===== config.mk =====
export PLATFORM = sky130hd
export DESIGN_NAME = pngenc_front
export DESIGN_NICKNAME = d
export VERILOG_FILES = /design/src/design/pngenc_pkg.sv /design/src/design/pngenc_front.sv
export SDC_FILE = /design/constraint.sdc
export NUM_CORES = 1
export LEC_CHECK = 0
export CAP_MARGIN = 10
export CORE_ASPECT_RATIO = 1.2
export CORE_MARGIN = 1
export CORE_UTILIZATION = 39
export DETAILED_ROUTE_END_ITERATION = 16
export DONT_BUFFER_PORTS = 1
export HOLD_SLACK_MARGIN = 0.12
export PLACE_DENSITY_LB_ADDON = 0.05
export REMOVE_ABC_BUFFERS = 1
export SLEW_MARGIN = 10
export SYNTH_ARGS = -nofsm -noshare
export SYNTH_HDL_FRONTEND = slang
export SYNTH_SLANG_ARGS = --single-unit

===== constraint.sdc =====
create_clock -name clk -period 4.1 [get_ports clk]
set_clock_uncertainty 0.1 [all_clocks]
set_input_delay 0.41 -clock clk [delete_from_list [all_inputs] [get_ports clk]]
set_output_delay 0.41 -clock clk [all_outputs]
set_load 0.02 [all_outputs]

===== src/design/pngenc_pkg.sv =====
// types, constants and byte helpers of the png encoder
// no dependencies; used by every module of the block but the pixel queue
package pngenc_pkg;

  typedef struct packed {
    logic [7:0] red;
    logic [7:0] green;
    logic [7:0] blue;
  } pix_t;

  typedef struct packed {
    logic [7:0] out_byte;
    logic       run_last;
    logic       file_last;
  } res_t;

  // classification of one pixel by the front end
  typedef struct packed {
    logic start;
    logic filter;
    logic finish;
  } cls_t;

  // one entry of the byte buffer
  typedef struct packed {
    logic [7:0] data;
    logic       file_end;
  } qent_t;

  typedef enum logic [4:0] {
    G_IDLE, G_MUL, G_DIVLD, G_SIG, G_IHLEN, G_IHDR, G_IHCRC, G_ZWAIT, G_ZLEN,
    G_IDAT, G_RAW, G_BLK, G_ADLER, G_ICRC, G_ELEN, G_IEND, G_ECRC
  } gen_state_t;

  localparam logic CFG_IDX_WIDTH  = 1'b0;
  localparam logic CFG_IDX_HEIGHT = 1'b1;

  localparam int unsigned BUF_DEPTH = 512;
  localparam int unsigned BUF_AW    = 9;
  localparam int unsigned RELQ_AW   = 2;
  localparam logic [RELQ_AW:0] RELQ_DEPTH = 3'd4;
  localparam logic [8:0] HOLD_CAP  = 9'd256;
  localparam logic [8:0] BURST_MAX = 9'd64;

  // largest stored block; the block count fold relies on it being 2^16-1
  localparam logic [16:0] MAX_BLOCK_BYTES = 17'd65535;

  localparam logic [31:0] CRC_POLY  = 32'hEDB88320;
  localparam logic [31:0] CRC_INIT  = 32'hFFFFFFFF;
  localparam logic [16:0] ADLER_MOD = 17'd65521;

  localparam logic [31:0] TAG_IHDR = 32'h49484452;
  localparam logic [31:0] TAG_IDAT = 32'h49444154;
  localparam logic [31:0] TAG_IEND = 32'h49454E44;
  localparam logic [31:0] IHDR_LEN = 32'd13;
  localparam logic [7:0]  BIT_DEPTH   = 8'd8;
  localparam logic [7:0]  COLOUR_TYPE = 8'd2;
  localparam logic [7:0]  ZLIB_CMF    = 8'h78;
  localparam logic [7:0]  ZLIB_FLG    = 8'h01;

  function automatic logic [31:0] crc_byte(input logic [31:0] c, input logic [7:0] b);
    logic [31:0] x;
    x = c ^ {24'h0, b};
    for (int k = 0; k < 8; k++) x = (x >> 1) ^ (x[0] ? CRC_POLY : 32'h0);
    return x;
  endfunction

  function automatic logic [7:0] be_byte(input logic [31:0] v, input logic [1:0] i);
    logic [7:0] b;
    unique case (i)
      2'd0: b = v[31:24];
      2'd1: b = v[23:16];
      2'd2: b = v[15:8];
      default: b = v[7:0];
    endcase
    return b;
  endfunction

  function automatic logic [7:0] sig_byte(input logic [2:0] i);
    logic [7:0] b;
    unique case (i)
      3'd0: b = 8'd137;
      3'd1: b = 8'd80;
      3'd2: b = 8'd78;
      3'd3: b = 8'd71;
      3'd4: b = 8'd13;
      3'd5: b = 8'd10;
      3'd6: b = 8'd26;
      default: b = 8'd10;
    endcase
    return b;
  endfunction

endpackage


===== src/design/pngenc_front.sv =====
// front end: configuration registers, pixel intake and row/image position
// depends on pngenc_pkg
module pngenc_front #(
  parameter int DIM_BITS = 16
) (
  input  logic                    clk,
  input  logic                    rst_n,
  input  logic                    cfg_we,
  input  logic                    cfg_idx,
  input  logic [DIM_BITS-1:0]     cfg_wdata,
  input  logic                    in_valid,
  output logic                    in_stall,
  input  pngenc_pkg::pix_t        in_data,
  input  logic                    q_full,
  output logic                    q_push,
  output pngenc_pkg::cls_t        cmd_cls,
  output pngenc_pkg::pix_t        cmd_pix,
  output logic [DIM_BITS-1:0]     cmd_width,
  output logic [DIM_BITS-1:0]     cmd_height
);

  logic [DIM_BITS-1:0] cfg_w_r, cfg_h_r, held_w_r, held_h_r, col_r, row_r;
  logic                sent_r;
  logic                start, row_end, finish;
  logic [DIM_BITS-1:0] eff_w, eff_h, col_cur, row_cur;
  logic [DIM_BITS:0]   col_inc, row_inc;

  always_comb begin
    start   = !sent_r;
    eff_w   = start ? ((cfg_w_r == '0) ? DIM_BITS'(1) : cfg_w_r) : held_w_r;
    eff_h   = start ? ((cfg_h_r == '0) ? DIM_BITS'(1) : cfg_h_r) : held_h_r;
    col_cur = start ? '0 : col_r;
    row_cur = start ? '0 : row_r;
    col_inc = {1'b0, col_cur} + (DIM_BITS+1)'(1);
    row_inc = {1'b0, row_cur} + (DIM_BITS+1)'(1);
    row_end = col_inc >= {1'b0, eff_w};
    finish  = row_end && (row_inc >= {1'b0, eff_h});
  end

  assign in_stall       = q_full;
  assign q_push         = in_valid && !q_full;
  assign cmd_cls.start  = start;
  assign cmd_cls.filter = (col_cur == '0);
  assign cmd_cls.finish = finish;
  assign cmd_pix        = in_data;
  assign cmd_width      = eff_w;
  assign cmd_height     = eff_h;

  always_ff @(posedge clk) begin
    if (!rst_n) begin
      cfg_w_r <= DIM_BITS'(1);
      cfg_h_r <= DIM_BITS'(1);
      sent_r  <= 1'b0;
      col_r   <= '0;
      row_r   <= '0;
    end else begin
      if (cfg_we) begin
        case (cfg_idx)
          pngenc_pkg::CFG_IDX_WIDTH:  cfg_w_r <= cfg_wdata;
          default:                    cfg_h_r <= cfg_wdata;
        endcase
      end
      if (q_push) begin
        col_r  <= row_end ? '0 : col_inc[DIM_BITS-1:0];
        row_r  <= row_end ? row_inc[DIM_BITS-1:0] : row_cur;
        sent_r <= !finish;
      end
    end
  end

  // latched image size, only read after the first pixel of an image has been taken
  always_ff @(posedge clk) begin
    if (q_push) begin
      held_w_r <= eff_w;
      held_h_r <= eff_h;
    end
  end

endmodule


==> run_results.csv, run 1 <==
group,metric,value,unit
status,outcome,"finished with violations",
status,failed_checks,"DRC",
timing,finalCritPeriodShare,0.965,
synth,syn_area,5640,µm²
power_and_ir_drop,ir_drop,0.000250,V
cells_and_area,n_antenna_cell,0,
floorplan,coreArea,13900,µm²
global_routing,grt-ovfl-total,0,
floorplan,die_x,112,µm
global_routing,antenna_found_initial,0,
worst_setup_path,cpLargestDelayFamily,"simple AND/OR/NAND/NOR gates",
synth,syn_area_per_cell,8.58,µm²
drt,num_vias,4620,
synth,ys_ff_latch,97,
drt,drt_first_iter_violations,271,
cts,clk_latency,0.36,ns
worst_setup_path,critical_path_buf_inv_count,3,
worst_setup_path,path_max_fanout,25,
cells_and_area,area_growth_syn_to_layout,11.6,%
placement,gp_congestion,0.854,
synth,synth-edff-count,32,
placement,io_buffers,0,
placement,hpwl,11.7,mm
floorplan,rows,47,
timing,slew_violations,0,
synth,yosysWarnings,0,
timing,setup_viol_count_final,0,
global_routing,grt_pass1_vias,4555,
worst_hold_path,worstHoldPathType,"primary input to flop",
floorplan,die_area,15000,µm²
cts,cts_tree,"built",
power_and_ir_drop,p_int,1.55,mW
timing,finalCriticalPeriod,3.96,ns
power_and_ir_drop,switchingPower,0.647,mW
cts,cts.sinks,97,
cts,cts.htree.levels,3,
worst_setup_path,crit_slowest_cell,"or4_1",
worst_setup_path,cp_slowest_stage_delay,0.50,ns
cells_and_area,fin_cells,828,
worst_setup_path,crit_path_end_kind,"output port",
power_and_ir_drop,finalPower,2.20,mW
timing,hold_violations,0,
timing,max_slew_margin,0.279,
cts,clock-root-buffer,"clkbuf_16",
timing,whs,0.135,ns
job,cap_violations,0,
synth,async_reset_ff_frac,0,
power_and_ir_drop,pwr-share-comb,0.134,
worst_setup_path,cp_cell_sequence,"buf_8 -> nand4_2 -> or2_1 -> or4_1 -> a21oi_2 -> ha_1 -> nand3_1 -> nor3_4 -> buf_4 -> a2bb2oi_2 -> and3_4 -> nor2_2 -> buf_6",
drt,ant_nets,0,
synth,ys_types,54,
timing,worst_pin_slew,1.08,ns
floorplan,ios,107,
worst_setup_path,arrival,3.45,ns
cells_and_area,design_area,6300,µm²
cts,cts_buffers,9,
global_routing,grt_pass1_wl,25.9,mm
power_and_ir_drop,power.density,349,nW/µm²
worst_setup_path,worstPathRequired,3.59,ns
power_and_ir_drop,p_clk_frac,0.389,
worst_setup_path,path_class,"flop to output port",
cts,clkSlewWorstSetupHoldPaths,0.08,ns
power_and_ir_drop,switching_share,0.294,
cells_and_area,fin_nets,733,
drt,drtPass1Iterations,11,
cts,ctsLongestPathBuffers,2,
timing,max_freq,253,MHz
worst_setup_path,cp-start-kind,"flop",
drt,drc,2,
drt,vias_per_cell,5.58,
synth,ys.flop_type,"dfxtp_1",
timing,rsz0062_at_grt,"yes",
power_and_ir_drop,p_leak,2.43,nW
placement,dp.cells,782,
floorplan,die_h,134,µm
drt,detail_route.wirelength,16.5,mm
cells_and_area,drive_gt1_frac,0.113,
placement,dpl_cell_area,5610,µm²
drt,wl_per_cell,19.9,µm
synth,ys_seq_area_frac,0.401,
global_routing,track_usage,0.229,
global_routing,grt_max_degree,46,
power_and_ir_drop,pwr-share-seq,0.478,
synth,synth_cells,658,
floorplan,start_util,0.405,
==> logic make-up after synthesis <==
logic type	count (synthesis)	synth area share
flops	97	0.401
fa+ha+maj	35	0.0776
compound gates	103	0.107
buf+inv	100	0.0878
simple gates	266	0.230
xor+xnor	22	0.0341
mux	35	0.0625
==> worst reg2reg max path, stage by stage, from the launching register on <==
cell and delay [ns]:
dfxtp_4 0.43, buf_8 0.23, nand4_2 0.15, or2_1 0.29
or4_1 0.50, a21oi_2 0.19, ha_1 0.17, nand3_1 0.20
nor3_4 0.23, nand4_1 0.23, buf_4 0.20, buf_4 0.13
nand3_2 0.31, nand4_1 0.16, a31oi_1 0.20
==> per-layer routing <==
layer	wire, µm	track usage	part of all wire
met3	934	0.0596	0.057
met4	215	0.0601	0.013
met2	8110	0.392	0.49
met1	7250	0.285	0.44
met5	0	0	0
==> stage by stage <==
stage / setup WS [ns] / utilization / TNS (ns)
6_report: 0.142 / 0.452 / 0
5_1_grt: -0.0423 / 0.452 / -0.0423
4_1_cts: 0.0229 / 0.442 / 0
3_5_place_dp: -0.0410 / 0.403 / -0.0410
3_3_place_gp: 0.0354 / 0.403 / 0
2_1_floorplan: -1.81 / - / -25.21
==> Yosys cell counts, types with 2 or more instances <==
master | count | share of area
a211oi_1 | 2 | 0.0027
a21o_1 | 3 | 0.0040
a21oi_1 | 65 | 0.058
a2bb2oi_1 | 2 | 0.0031
a31oi_1 | 5 | 0.0055
a41oi_1 | 3 | 0.0047
and2_1 | 6 | 0.0067
and3_1 | 3 | 0.0033
and4_1 | 2 | 0.0031
buf_2 | 9 | 0.0080
buf_4 | 27 | 0.036
clkbuf_1 | 23 | 0.015
clkinv_1 | 2 | 0.0013
dfxtp_1 | 65 | 0.23
edfxtp_1 | 32 | 0.17
ha_1 | 35 | 0.078
inv_1 | 36 | 0.024
mux2_2 | 2 | 0.0040
mux2i_1 | 33 | 0.059
nand2_1 | 116 | 0.077
nand2b_1 | 12 | 0.013
nand3_1 | 41 | 0.036
nand3_2 | 2 | 0.0035
nand4_1 | 16 | 0.018
nor2_1 | 30 | 0.020
nor2b_1 | 2 | 0.0022
nor3_1 | 12 | 0.011
nor4_1 | 12 | 0.013
o211ai_1 | 5 | 0.0067
o21ai_0 | 9 | 0.0080
or4_1 | 3 | 0.0040
xnor2_1 | 15 | 0.023
xor2_1 | 7 | 0.011
==> timing repair <==
item	CTS	global route
pin swaps	5	14
hold buffers	18	0
setup buffers	3	9
resized for setup	9	24
hold endpoints to repair	33	0
setup endpoints to repair	2	3
==> power groups by stage <==
| stage | registers, mW | logic, mW | clock network (mW) |
|---|---|---|---|
| 2_1_floorplan | 1.07 | 0.175 | 0 |
| 3_3_place_gp | 1.07 | 0.260 | 0 |
| 3_5_place_dp | 1.07 | 0.262 | 0 |
| 4_1_cts | 1.05 | 0.288 | 0.875 |
| 5_1_grt | 1.05 | 0.322 | 0.911 |
| 6_report | 1.05 | 0.294 | 0.854 |
==> layout make-up <==
cell class | count | area (µm²)
fill | 1364 | 7640
tap | 171 | 214
clock buffer | 9 | 225
timing repair buffer | 44 | 394
sequential | 97 | 2270
inverter | 39 | 151
clock inverter | 7 | 71.3
multi-input combinational | 461 | 2980
==> cell usage in the layout (no fill, tap or decap), drive strengths merged, types with 2 or more instances in the layout <==
master and count:
nor2 30, dfxtp 65, nor4 13, ha 35
xor2 7, mux2i 33, and3 4, a21o 3
a2bb2oi 2, clkinv 2, nand2 117, a211oi 2
clkbuf 9, inv 42, a41oi 3, and2 6
nor3 13, o211ai 5, clkinvlp 2, dlygate4sd3 18
a31oi 5, edfxtp 32, or4 3, a21oi 66
mux2 2, nor2b 2, o21ai 9, and4 2
nand2b 12, xnor2 15, nand3 44, nand4 17
buf 26, a221oi 2
==> final timing paths <==
check	start	to	slack, ns	cells after the start
setup / recovery	sent_r$_SDFFE_PN0P_	cmd_cls[0]	0.14	13
hold / removal	cfg_wdata[4]	cfg_h_r[4]$_SDFFE_PN0P_	0.14	2
setup reg to reg	sent_r$_SDFFE_PN0P_	row_r[11]$_SDFFE_PN0P_	0.28	14
hold reg to reg	cfg_h_r[1]$_SDFFE_PN0P_	cfg_h_r[1]$_SDFFE_PN0P_	0.37	2
==> state kept, by name (all words and copies together) (netlist names) <==
register / flops
held_w_r: 16
held_h_r: 16
row_r: 16
cfg_w_r: 16
sent_r: 1
cfg_h_r: 16
col_r: 16
(Power assumes the default switching activity.)
==> inputs of run 2 (changes only) <==
CORE_UTILIZATION = 58   (was 39)
==> run 2 against run 1 <==
The flow now finishes without violations. Maximum frequency is 0.25% lower. Core utilization is 20 points higher. Worst setup slack worse by 0.010 ns. Die area is 32% lower. Critical path depth is 2 higher. Sequential share of layout area is 0.96 points higher. Register-to-register slack better by 0.04 ns. Critical path type unchanged.
==> run_results.csv, run 2 (synthesized netlist as in run 1, its figures left out) <==
group,metric,value,unit
status,outcome,"completed",
drt,dr_wl_met2,7.07,mm
cts,cts.htree.levels,3,
cells_and_area,final_cell_mix,"116 x nand2_1, 65 x a21oi_1, 63 x dfxtp_1, 41 x nand3_1, 36 x inv_1",
global_routing,grt_max_degree,36,
worst_setup_path,critical_path_buf_inv_count,1,
job,cap_violations,0,
floorplan,start_util,0.596,
power_and_ir_drop,switching_share,0.264,
cells_and_area,area_growth_syn_to_layout,8.67,%
worst_setup_path,worstPathRequired,3.59,ns
floorplan,die_h,110,µm
cells_and_area,design_area,6130,µm²
worst_setup_path,crit_slowest_cell,"dfxtp_4",
drt,drtPass1Iterations,5,
worst_setup_path,cp_slowest_stage_delay,0.41,ns
drt,drc,0,
timing,worst_pin_slew,0.976,ns
drt,met1_length,6.29,mm
timing,setup_viol_count_final,0,
worst_setup_path,worstRegToRegCells,14,
cts,clock-root-buffer,"clkbuf_16",
worst_setup_path,arrival,3.46,ns
cells_and_area,mostFrequentLayoutCell,"nand2_1",
placement,hpwl,10.5,mm
floorplan,die_x,92.0,µm
global_routing,antenna_found_initial,0,
floorplan,rows,39,
cts,clkSlewWorstSetupHoldPaths,0.07,ns
global_routing,grt-ovfl-total,0,
placement,dp_slack,0.176,ns
worst_setup_path,crit_path_end_kind,"output port",
timing,max_slew_margin,0.345,
power_and_ir_drop,switchingPower,0.593,mW
drt,routed.top_layer,"met4",
cts,clk_latency,0.35,ns
worst_setup_path,crit_cells,15,
power_and_ir_drop,p_int,1.66,mW
cts,cts_tree,"built",
power_and_ir_drop,ir_drop,0.000203,V
cts,cts_buffers,9,
worst_setup_path,r2r_setup_slack,0.32,ns
timing,max_freq,252,MHz
worst_setup_path,cpLargestDelayFamily,"simple AND/OR/NAND/NOR gates",
worst_setup_path,path_max_fanout,9,
drt,num_vias,4649,
drt,ant_nets,0,
floorplan,ios,107,
worst_setup_path,cp-start-kind,"flop",
timing,finalCritPeriodShare,0.968,
timing,fin_ws,0.132,ns
drt,wl_per_cell,19.6,µm
cells_and_area,n_antenna_cell,0,
drt,detail_route.wirelength,15.1,mm
placement,gp_congestion,0.921,
timing,totalNegativeSetupSlack,0,ns
drt,wl_met3,1.11,mm
placement,dpl_cell_area,5520,µm²
cts,ctsLongestPathBuffers,2,
worst_hold_path,worstHoldPathType,"primary input to flop",
drt,drt_first_iter_violations,352,
cells_and_area,fin_nets,723,
global_routing,grt_pass1_vias,4428,
worst_setup_path,cp_cell_sequence,"inv_1 -> nor2_2 -> ha_2 -> nand4_1 -> nor3_2 -> and3_4 -> xnor2_1 -> nor2_1 -> ha_1 -> o21ai_0 -> o21ai_0 -> o211ai_1 -> nand4b_1 -> a221oi_4 -> nor2_4",
worst_setup_path,path_class,"flop to output port",
placement,io_buffers,0,
drt,vias_per_cell,6.05,
power_and_ir_drop,pwr-share-comb,0.125,
worst_setup_path,crit_top_cell,"o21ai_0",
worst_hold_path,holdPathStages,2,
power_and_ir_drop,p_clk_frac,0.408,
timing,finalCriticalPeriod,3.97,ns
floorplan,die_area,10100,µm²
timing,hold_violations,0,
cells_and_area,drive_gt1_frac,0.0851,
global_routing,grt_pass1_wl,23.2,mm
power_and_ir_drop,pwr-share-seq,0.467,
power_and_ir_drop,power.density,367,nW/µm²
floorplan,coreArea,9470,µm²
power_and_ir_drop,p_leak,2.38,nW
cts,cts.sinks,97,
global_routing,track_usage,0.304,
timing,slew_violations,0,
-- run 2: final cells by class --
class                   instances  area, µm²
repair buffers                 33        293
clock inverters                 5       88.8
flip-flops and latches         97       2270
inverters                      39        146
clock buffers                  10        229
multi-input cells             462       2950
well taps                     123        154
fillers                       806       3330
-- run 2: repair_timing --
action,4_1_cts,5_1_grt
hold buffers,18,0
gates resized for setup,5,10
pin swaps,0,6
endpoints found under the hold margin,32,0
cloned,0,1
setup endpoints to repair,1,1
buffers inserted,0,5
-- run 2: layer usage --
layer / vias to the layer above / global-route usage
met5: - / 0.0208
met4: 0 / 0.146
met3: 35 / 0.0871
met2: 195 / 0.499
met1: 2172 / 0.366
li1: 2247 / -
-- run 2: power groups by stage --
| stage | combinational (mW) | sequential, mW | clock, mW |
|---|---|---|---|
| 2_1_floorplan | 0.175 | 1.07 | 0 |
| 3_3_place_gp | 0.246 | 1.07 | 0 |
| 3_5_place_dp | 0.249 | 1.07 | 0 |
| 4_1_cts | 0.271 | 1.05 | 0.926 |
| 5_1_grt | 0.306 | 1.05 | 0.969 |
| 6_report | 0.281 | 1.05 | 0.917 |
-- run 2: final timing paths --
| kind | start | endpoint |
|---|---|---|
| setup / recovery | sent_r$_SDFFE_PN0P_ | cmd_cls[0] |
| hold / removal | cfg_wdata[6] | cfg_w_r[6]$_SDFFE_PN0P_ |
| setup reg to reg | sent_r$_SDFFE_PN0P_ | row_r[6]$_SDFFE_PN0P_ |
| hold reg to reg | cfg_h_r[10]$_SDFFE_PN0P_ | cfg_h_r[10]$_SDFFE_PN0P_ |
-- run 2: through the flow --
step / power [mW] / std cells / utilization / hold slack [ns]
floorplan: 1.25 / 597 / - / 0.339
global placement: 1.32 / 730 / 0.584 / 0.357
detailed placement: 1.32 / 730 / 0.584 / 0.363
CTS: 2.25 / 763 / 0.638 / 0.125
global route: 2.33 / 769 / 0.648 / 0.133
finish: 2.25 / 769 / 0.648 / 0.135
==> inputs of run 3 (changes only) <==
SETUP_SLACK_MARGIN = 0.3   (was default)
SKIP_CTS_REPAIR_TIMING = 1   (was default)
==> run 3 against run 2 <==
Critical path depth did not move. Die area did not move. First-iteration DRC count rose by 2.8%. Sequential cell count did not move. Combinational power rose by 5%. Worst setup slack improved by 0.082 ns. Cell count rose by 0.39%. Count of clock-buffer cells in the layout did not move. Hold slack got worse by 0.037 ns. Global-route usage fell by 0.66 points. Total power rose by 0.80%. Largest power group unchanged.
==> run_results.csv, run 3 (synthesized netlist as in run 1, its figures left out) <==
group,metric,value,unit
cells_and_area,final_cell_mix,"116 x nand2_1, 65 x a21oi_1, 62 x dfxtp_1, 40 x nand3_1, 34 x inv_1",
cts,cts.sinks,97,
timing,finalCritPeriodShare,0.948,
timing,max_freq,257,MHz
worst_setup_path,cp_cell_sequence,"inv_4 -> nor2_4 -> ha_4 -> nand4_1 -> nor3_2 -> and3_4 -> xnor2_1 -> nor2_1 -> ha_1 -> o21ai_1 -> o21ai_1 -> o211ai_1 -> nand4b_1 -> a221oi_4 -> nor2_4",
global_routing,antenna_found_initial,0,
drt,wl_per_cell,20.0,µm
floorplan,coreArea,9470,µm²
cts,cts.htree.levels,3,
cts,cts_tree,"built",
timing,max_slew_margin,0.333,
cells_and_area,fin_nets,726,
worst_setup_path,cp-start-kind,"flop",
floorplan,die_area,10100,µm²
timing,slew_violations,0,
worst_setup_path,crit_path_end_kind,"output port",
drt,vias_per_cell,6.20,
placement,gp_congestion,0.921,
global_routing,grt_pass1_wl,22.7,mm
job,cap_violations,0,
timing,totalNegativeSetupSlack,0,ns
worst_setup_path,path_class,"flop to output port",
cells_and_area,n_antenna_cell,0,
power_and_ir_drop,ir_drop,0.000202,V
floorplan,rows,39,
cts,clock-root-buffer,"clkbuf_16",
cells_and_area,area_growth_syn_to_layout,10.9,%
global_routing,track_usage,0.297,
timing,worst_pin_slew,0.994,ns
drt,num_vias,4788,
drt,detail_route.wirelength,15.5,mm
cells_and_area,drive_gt1_frac,0.106,
cts,ctsLongestPathBuffers,2,
timing,hold_violations,0,
worst_setup_path,arrival,3.38,ns
cells_and_area,fin_util,0.661,
floorplan,start_util,0.596,
worst_setup_path,cp_slowest_stage_delay,0.42,ns
drt,drtPass1Iterations,7,
worst_setup_path,worstPathRequired,3.59,ns
global_routing,grt-ovfl-total,0,
global_routing,grt_max_degree,36,
timing,setup_viol_count_final,0,
floorplan,ios,107,
worst_hold_path,worstHoldPathType,"primary input to flop",
floorplan,die_x,92.0,µm
cells_and_area,mostFrequentLayoutCell,"nand2_1",
drt,drc,0,
cts,clkSlewWorstSetupHoldPaths,0.07,ns
floorplan,die_h,110,µm
drt,ant_nets,0,
placement,io_buffers,0,
power_and_ir_drop,power.density,362,nW/µm²
timing,finalCriticalPeriod,3.89,ns
power_and_ir_drop,p_leak,2.43,nW
cts,cts_buffers,9,
worst_setup_path,crit_slowest_cell,"dfxtp_4",
global_routing,grt_pass1_vias,4283,
worst_setup_path,path_max_fanout,7,
placement,hpwl,10.5,mm
cts,clk_latency,0.35,ns
status,outcome,"completed",
timing,rsz0062_at_grt,"yes",
drt,drt_first_iter_violations,362,
## run 3: cell types whose count changed in the layout (fill, tap and decap cells not counted), moves of 3 or more
cell	delta
and2_1	-3
and2_4	+3
buf_4	+3
ha_4	+3
## run 3: cell type report
class                      count  area (µm²)
clock buffer                  10         229
clock inverter                 5        88.8
fill                         799        3210
inverter                      39         151
multi-input combinational    462        3050
sequential                    97        2270
tap                          123         154
timing repair buffer          36         317
## run 3: per-stage QoR
| stage | setup WS [ns] | power [mW] | cells | hold slack [ns] | cell area (µm²) |
|---|---|---|---|---|---|
| floorplan | -1.81 | 1.25 | 597 | 0.339 | 5290 |
| global placement | 0.358 | 1.32 | 730 | 0.357 | 5520 |
| detailed placement | 0.176 | 1.32 | 730 | 0.363 | 5520 |
| CTS | -0.253 | 2.23 | 745 | 0.0304 | 5840 |
| global route | 0.0358 | 2.34 | 772 | 0.120 | 6260 |
| finish | 0.214 | 2.27 | 772 | 0.0988 | 6260 |
## run 3: critical path: cells and delay by family, from the launching register on
kind	cells	cell delay, ns
buffers and inverters	1	0.05
XOR/XNOR	1	0.13
AND/OR/NAND/NOR	7	1.23
AO/OA/AOI/OAI	4	0.68
flip-flops	1	0.42
adder cells (fa/ha/maj)	2	0.49
## run 3: final timing paths
path / startpoint / end / slack, ns / depth (start not counted)
worst max-delay path: sent_r$_SDFFE_PN0P_ / cmd_cls[0] / 0.21 / 15
worst min register to register: cfg_h_r[10]$_SDFFE_PN0P_ / cfg_h_r[10]$_SDFFE_PN0P_ / 0.37 / 2
worst max register to register: col_r[2]$_SDFFE_PN0P_ / row_r[6]$_SDFFE_PN0P_ / 0.31 / 12
worst min-delay path: cfg_wdata[3] / cfg_h_r[3]$_SDFFE_PN0P_ / 0.1 / 2
## run 3: routing by layer
| layer | up-vias | GRT usage | wire [µm] | part of all wire |
|---|---|---|---|---|
| li1 | 2248 | - | - | - |
| met1 | 2230 | 0.363 | 6330 | 0.41 |
| met2 | 257 | 0.481 | 7210 | 0.47 |
| met3 | 53 | 0.0809 | 1220 | 0.079 |
| met4 | 0 | 0.153 | 703 | 0.045 |
| met5 | - | 0.0208 | 0 | 0 |
## run 3: power by group
part | switching, mW | internal (mW) | leakage [nW]
clock | 0.381 | 0.539 | 0.155
combinational | 0.201 | 0.0944 | 1.44
sequential | 0.0216 | 1.03 | 0.837
